$ cat src/rtl/indexed_list_insert_remove_assert.svh
// ----------------------------------------------------------------------------
// Assertion macros for the indexed list
// Shared same-cycle and next-cycle implication property forms, clocked on clk.
// ----------------------------------------------------------------------------
`ifndef INDEXED_LIST_INSERT_REMOVE_ASSERT_SVH
`define INDEXED_LIST_INSERT_REMOVE_ASSERT_SVH

// Consequent must hold in the same cycle as the antecedent.
`define ILIR_ASSERT_SAME(label, ante, cons) \
  label: assert property (@(posedge clk) disable iff (rst) (ante) |-> (cons)) \
    else $error("indexed list assertion failed");

// Consequent must hold in the cycle after the antecedent.
`define ILIR_ASSERT_NEXT(label, ante, cons) \
  label: assert property (@(posedge clk) disable iff (rst) (ante) |=> (cons)) \
    else $error("indexed list assertion failed");

`endif

$ cat src/rtl/ilir_pkg.sv
// ----------------------------------------------------------------------------
// Indexed list package
// Sizes, operation and status codes, and the command broadcast to the cells.
// ----------------------------------------------------------------------------
`default_nettype none

package ilir_pkg;

  localparam int CAPACITY   = 64;
  localparam int DATA_W     = 32;
  localparam int OP_W       = 3;
  localparam int IDX_W      = 7;
  localparam int STATUS_W   = 2;
  localparam int CNT_W      = $clog2(CAPACITY + 1);
  localparam int CMP_W      = (CNT_W > IDX_W) ? CNT_W : IDX_W;
  localparam int GROUP_SIZE = 8;
  localparam int NUM_GROUPS = (CAPACITY + GROUP_SIZE - 1) / GROUP_SIZE;
  localparam int S_TDATA_W  = ((OP_W + IDX_W + DATA_W + 7) / 8) * 8;
  localparam int M_TDATA_W  = ((DATA_W + STATUS_W + IDX_W + 7) / 8) * 8;

  typedef enum logic [OP_W-1:0] {
    OP_APPEND = 3'd0,
    OP_INSERT = 3'd1,
    OP_REMOVE = 3'd2,
    OP_READ   = 3'd3,
    OP_WRITE  = 3'd4
  } op_e;

  typedef enum logic [STATUS_W-1:0] {
    ST_OK     = 2'd0,
    ST_BOUNDS = 2'd1,
    ST_FULL   = 2'd2
  } status_e;

  typedef enum logic [2:0] {
    CMD_NONE,
    CMD_LOAD,
    CMD_INSERT,
    CMD_REMOVE,
    CMD_READ
  } cmd_kind_e;

  typedef struct packed {
    cmd_kind_e          kind;
    logic [CNT_W-1:0]   idx;
    logic [DATA_W-1:0]  value;
  } cell_cmd_t;

endpackage

`default_nettype wire

$ cat src/rtl/ilir_cell.sv
// ----------------------------------------------------------------------------
// Indexed list cell
// Holds one entry; loads a new value or its neighbor's entry and taps out
// its entry when it is the read target.
// ----------------------------------------------------------------------------
`default_nettype none

module ilir_cell (
  input  wire logic                          clk,
  input  wire ilir_pkg::cell_cmd_t           cmd,
  input  wire logic [ilir_pkg::CNT_W-1:0]    pos,
  input  wire logic [ilir_pkg::DATA_W-1:0]   left_data,
  input  wire logic [ilir_pkg::DATA_W-1:0]   right_data,
  output logic      [ilir_pkg::DATA_W-1:0]   data,
  output logic      [ilir_pkg::DATA_W-1:0]   tap
);
  import ilir_pkg::*;

  logic at_idx;
  logic above_idx;

  assign at_idx    = (pos == cmd.idx);
  assign above_idx = (pos > cmd.idx);
  assign tap       = (cmd.kind == CMD_READ && at_idx) ? data : '0;

  always_ff @(posedge clk) begin
    unique case (cmd.kind)
      CMD_LOAD: begin
        if (at_idx) begin
          data <= cmd.value;
        end
      end
      CMD_INSERT: begin
        if (at_idx) begin
          data <= cmd.value;
        end else if (above_idx) begin
          data <= left_data;
        end
      end
      CMD_REMOVE: begin
        if (at_idx || above_idx) begin
          data <= right_data;
        end
      end
      default: begin
        data <= data;
      end
    endcase
  end

endmodule

`default_nettype wire

$ cat config.mk
export PLATFORM = sky130hd
export DESIGN_NAME = ilir_cell
export DESIGN_NICKNAME = d
export VERILOG_FILES = /design/src/rtl/indexed_list_insert_remove_assert.svh /design/src/rtl/ilir_pkg.sv /design/src/rtl/ilir_cell.sv
export SDC_FILE = /design/constraint.sdc
export NUM_CORES = 1
export LEC_CHECK = 0
export CAP_MARGIN = 20
export CORE_AREA = 10 10 83 85
export DETAILED_ROUTE_END_ITERATION = 6
export DIE_AREA = 0 0 93 95
export DONT_BUFFER_PORTS = 1
export PLACE_DENSITY_LB_ADDON = 0.3
export SETUP_SLACK_MARGIN = 0.1
export SLEW_MARGIN = 5
export SYNTH_ARGS = -nofsm -noshare
export SYNTH_HDL_FRONTEND = slang
export SYNTH_SLANG_ARGS = --single-unit
$ cat constraint.sdc
create_clock -name clk -period 3.26 [get_ports clk]
set_input_delay 0.652 -clock clk [delete_from_list [all_inputs] [get_ports clk]]
set_output_delay 0.652 -clock clk [all_outputs]
set_load 0.05 [all_outputs]
==> results of run 1 <==
## kinds of logic (layout without fill, tap and decap cells)
family,Yosys count,in the layout
buffers and inverters,28,58
AND/OR/NAND/NOR,44,44
flip-flops,32,32
adder cells (fa/ha/maj),7,7
AO/OA/AOI/OAI,101,101
## worst paths after layout
| kind | cells past startpoint | start | endpoint | slack [ns] |
|---|---|---|---|---|
| max | 8 | cmd[38] | tap[0] | 0.29 |
| min | 2 | right_data[8] | data[8] | 0.63 |
## cell usage after synthesis
cell type and n:
buf_6 1, ha_1 7, and2_1 32, edfxtp_1 32, nor3_1 1, a21o_1 1, nor2b_1 1, nor4b_4 1
nand3_1 2, a21oi_1 34, buf_1 3, inv_1 8, o21ai_1 1, clkbuf_1 11, o22a_1 1, nand2b_1 1
buf_2 2, nand2_1 2, clkbuf_2 3, o22ai_1 64, nand4_1 2, nand4b_1 1, or2_1 1
## worst max-delay path: stages
cell	delay, ns
inv_1	0.03
ha_1	0.31
nand4_1	0.18
or2_1	0.31
nor4b_4	0.24
buf_4	0.24
and2_1	0.21
buf_12	0.15
## per-layer routing
metal	vias to the layer above	part of all wire, %	track usage (%)
met4	0	2.0	6.17
met5	-	0	0
met2	130	51	27.3
met1	913	35	17.4
li1	885	-	-
met3	16	13	7.38
## power breakdown
group          total [uW]  internal, uW  switching (uW)
Sequential            633           498             135
Clock                 373           227             147
Combinational         125          52.7            72.7
## metrics by stage
step	setup slack, ns	utilization, %	cells	instance area (um^2)	hold slack, ns
after floorplan	0.245	-	212	2050	0.903
after global placement	0.343	51.9	306	2770	0.909
after detailed placement	0.278	51.9	306	2770	0.916
after CTS	0.271	53.9	314	2880	0.623
after global routing	0.145	53.9	314	2880	0.627
final	0.295	53.9	314	2880	0.635
## layout make-up
class,instances,area (um^2),area share [%]
clock buffers,6,72.6,2.52
clock inverters,2,35.0,1.22
inverters,8,30.0,1.04
multi-input cells,152,972,33.8
flip-flops and latches,32,961,33.4
well taps,72,90.1,3.13
repair buffers,42,716,24.9
## layout by cell type (no fill, tap or decap)
cell and instances:
nand3_1 2, clkbuf_8 5, nand4_1 2, o22ai_1 64, nand4b_1 1, and2_1 32
nor2b_2 1, clkbuf_1 1, nor4b_4 1, edfxtp_1 32, inv_1 8, ha_1 7
a21oi_1 34, bufinv_16 1, clkinv_2 1, o21ai_2 1, buf_4 10, a21o_1 1
nor3_1 1, nand2_1 2, nand2b_1 1, or2_1 1, buf_12 32, o22a_1 1
==> key figures, run 1 <==
Yosys
  – Ranking of synthesized cells by area: edfxtp_1, o22ai_1, and2_1
  – Syn_nets: 333
  – Xor/xnor share of the synthesized area: 0%
  – Synth Area in Compound Gates: 28.9%
  – Main combinational cell family by area after synthesis: compound AO/OA/AOI/OAI gates
  – Syn Area/Cell: 9.65 um^2
  – Unique masters post-synth: 23
  – Register area share after synthesis: 47.0%
  – Mux cell area share after synthesis: 0%
  – Share of the synthesized area in the top cell type: 47.0%
  – Post-Synth Adder-Cell Area: 4.28%
  – Yosys warning count: 0
  – Synthesis-stage register bit count: 32
  – Post-synth top area cell: edfxtp_1
  – Synth Cell Area: 2050 um^2
  – Cells after Synth: 212
  – Synth Area in Simple Gates: 14.0%

Die
  – Die Ht: 95 um
  – Cell Rows: 27
  – IO Pins: 178
  – Die area: 8840 um^2
  – CORE AREA: 5340 um^2
  – Initial Util: 38.3%
  – Die Wd: 93 um

GRT
  – GRT Residual Overflow: 0
  – Global-route wire length before repair: 11400 um
  – Vias in the first global route: 2080
  – GRT Util Overall: 16.2%
  – Initial antenna violation count: 0
  – Largest net degree at the start of global routing: 35

Clock network
  – Clock sink count: 32
  – Total CTS buffers: 5
  – Clk slew on worst S/H paths: 0.07 ns
  – # hold bufs at CTS: 0
  – Post_cts resized: 0
  – H-Tree Depth: 2
  – Max Root-Sink Buffers: 2
  – Setup bufs post-CTS: 0
  – Clock root cell: clkbuf_8
  – CTS tree: done

Timing
  – Final worst path period share: 91.0%
  – Slew at the pin closest to its max-slew limit: 0.550 ns
  – Peak Freq: 0.337 GHz
  – Normalized max-slew margin: 63.3%
  – Fin Setup TNS: 0 ns
  – Max-slew violation count: 0
  – Unrepaired setup endpoints after global routing: false
  – Hold Fails Final Rpt: 0
  – Crit path time final: 2.97 ns
  – Endpoints failing setup: 0

Worst setup path
  – Worst path required time: 2.61 ns
  – Crit. End Element: output port
  – CP arrival: 2.31 ns
  – Crit-path max FO: 15
  – CP Launch Type: input pin
  – Worst setup path category: in -> out

Layout
  – Antenna diode count: 0
  – Largest regs: data x32
  – Layout area overhead: 40.6%
  – NumNets Final: 362
  – Top reg by flops: data
  – Layout fillers: 493
  – Max reg flops: 32
  – Share of layout cells above drive strength 1: 21.5%

Drt
  – Avg WL per Cell: 24.6 um
  – Vias per cell: 6.19
  – DRT iter0 DRCs: 150
  – DRT antenna net count: 0
  – Vias post-DR: 1944
  – Remaining DRCs: 0
  – 1st-pass router iterations: 5
  – Routed WL: 7740 um

Status
  – Outcome: completed

Power
  – Cell area power density: 394 nW/um^2
  – VDD IR-drop max: 0.000240 V
  – P_leak: 0.00104 uW
  – Total Power: 1130 uW

Worst hold path
  – HP Class: in -> reg

Place
  – HPWL after DPL: 6200 um
  – RePlAce Congestion: 0.791
  – Buffers on Ports: 0

Job
  – # Max-Cap Violations: 0
Note: power is estimated with default switching activity, not from simulation.
==> run 2, diff against run 1 <==
--- a/config.mk
+++ b/config.mk
@@ -10,7 +10,7 @@
 export DETAILED_ROUTE_END_ITERATION = 6
 export DIE_AREA = 0 0 93 95
 export DONT_BUFFER_PORTS = 1
-export PLACE_DENSITY_LB_ADDON = 0.3
+export PLACE_DENSITY_LB_ADDON = 0.1
 export SETUP_SLACK_MARGIN = 0.1
 export SLEW_MARGIN = 5
 export SYNTH_ARGS = -nofsm -noshare
==> constraint.sdc (replaced) <==
create_clock -name clk -period 3.3 [get_ports clk]
set_input_delay 0.66 -clock clk [delete_from_list [all_inputs] [get_ports clk]]
set_output_delay 0.66 -clock clk [all_outputs]
set_load 0.05 [all_outputs]
==> key figures, run 2 (same netlist as run 1, synthesis figures left out) <==
Die
  – Die Wd: 93 um
  – CORE AREA: 5340 um^2
  – Cell Rows: 27
  – Die area: 8840 um^2
  – Initial Util: 38.3%
  – IO Pins: 178
  – Die Ht: 95 um

GRT
  – Vias in the first global route: 2111
  – Largest net degree at the start of global routing: 35
  – GRT Util Overall: 17.1%
  – Global-route wire length before repair: 11800 um
  – GRT Residual Overflow: 0
  – Initial antenna violation count: 0

Power
  – P_leak: 0.00103 uW
  – Cell area power density: 360 nW/um^2
  – VDD IR-drop max: 0.000199 V

Layout
  – NumNets Final: 362
  – Multi-input logic area: 972 um^2
  – Layout area overhead: 39.6%
  – Most common cell after layout, fill and taps aside: o22ai_1
  – Largest regs: data x32
  – Register area: 961 um^2
  – Layout fillers: 508
  – Top reg by flops: data
  – Antenna diode count: 0
  – Most frequent cells in the layout: o22ai_1, a21oi_1, and2_1, edfxtp_1, buf_12
  – Max reg flops: 32
  – Share of layout cells above drive strength 1: 20.7%

Timing
  – Hold Fails Final Rpt: 0
  – Slew at the pin closest to its max-slew limit: 0.658 ns
  – Final worst path period share: 91.0%
  – Endpoints failing setup: 0
  – Crit path time final: 3.00 ns
  – Setup ws final: 0.295 ns
  – Fin Setup TNS: 0 ns
  – Peak Freq: 0.333 GHz
  – Normalized max-slew margin: 56.0%
  – Max-slew violation count: 0
  – Unrepaired setup endpoints after global routing: false

Worst setup path
  – Worst setup path category: in -> out
  – Crit path max-delay family: simple AND/OR/NAND/NOR gates
  – Crit-path max FO: 15
  – Crit. End Element: output port
  – CP arrival: 2.34 ns
  – CP Launch Type: input pin
  – Worst-path cell chain: inv_1 -> ha_1 -> nand4_1 -> or2_1 -> nor4b_4 -> buf_4 -> and2_1 -> buf_12
  – Crit path max-delay cell type: or2_1
  – Worst path required time: 2.64 ns
  – Max stage delay on crit path: 0.32 ns
  – Worst Path Buf+Inv: 3

Drt
  – Avg WL per Cell: 25.3 um
  – DRT iter0 DRCs: 97
  – 1st-pass router iterations: 4
  – DRT antenna net count: 0
  – Vias post-DR: 1925
  – Remaining DRCs: 0
  – Vias per cell: 6.13
  – Routed WL: 7930 um

Place
  – Buffers on Ports: 0
  – HPWL after DPL: 6360 um
  – RePlAce Congestion: 0.776
  – Post-place setup slack: 0.285 ns

Clock network
  – Clock sink count: 32
  – Max Root-Sink Buffers: 2
  – CTS tree: done
  – H-Tree Depth: 2
  – # hold bufs at CTS: 0
  – Post_cts resized: 0
  – Clock root cell: clkbuf_8
  – Setup bufs post-CTS: 0
  – Total CTS buffers: 5
  – Clk slew on worst S/H paths: 0.06 ns

Worst hold path
  – WHS Endpoint: data[10]
  – HP Start: right_data[10]
  – Hold depth: 2
  – HP Class: in -> reg

Status
  – Outcome: completed

Job
  – # Max-Cap Violations: 0
-- run 2: cell types whose count changed in the layout (fill, tap and decap cells not counted), sizes merged --
cell	before	now
clkbuf	6	7
bufinv	1	0
-- run 2: worst max-delay path by stage --
stage,depth (start not counted),end,startpoint,slack (ns)
after detailed placement,8,tap[29],cmd[37],0.29
after global placement,8,tap[20],cmd[38],0.38
after global routing,8,tap[22],cmd[38],0.15
final,8,tap[28],cmd[37],0.30
after floorplan,8,tap[10],cmd[38],0.27
after CTS,8,tap[29],cmd[37],0.28
-- run 2: metrics by stage --
step / power, uW / utilization [%] / instances / cell area, um^2 / hold slack [ns]
floorplan: 718 / - / 212 / 2050 / 0.911
global placement: 753 / 51.7 / 305 / 2760 / 0.922
detailed placement: 761 / 51.7 / 305 / 2760 / 0.925
CTS: 1040 / 53.2 / 313 / 2840 / 0.636
global route: 1080 / 53.5 / 314 / 2860 / 0.648
finish: 1030 / 53.5 / 314 / 2860 / 0.654
-- run 2: report_power, final --
part,internal [uW],total (uW),switching [uW]
Clock,147,277,130
Sequential,493,627,134
Combinational,52.3,125,73.0
-- run 2: area by class of cell --
class                   count  area share [%]
multi-input cells         152            34.0
flip-flops and latches     32            33.6
repair buffers             42            25.3
well taps                  72            3.15
clock buffers               7            2.67
inverters                   8            1.05
clock inverters             1           0.131
-- run 2: routing by layer --
metal | up-vias | track usage (%) | wire length, um
met3 | 10 | 10.1 | 1160
met2 | 138 | 29.3 | 3860
met4 | 0 | 5.40 | 96
met1 | 884 | 17.1 | 2810
li1 | 893 | - | -
met5 | - | 0 | 0
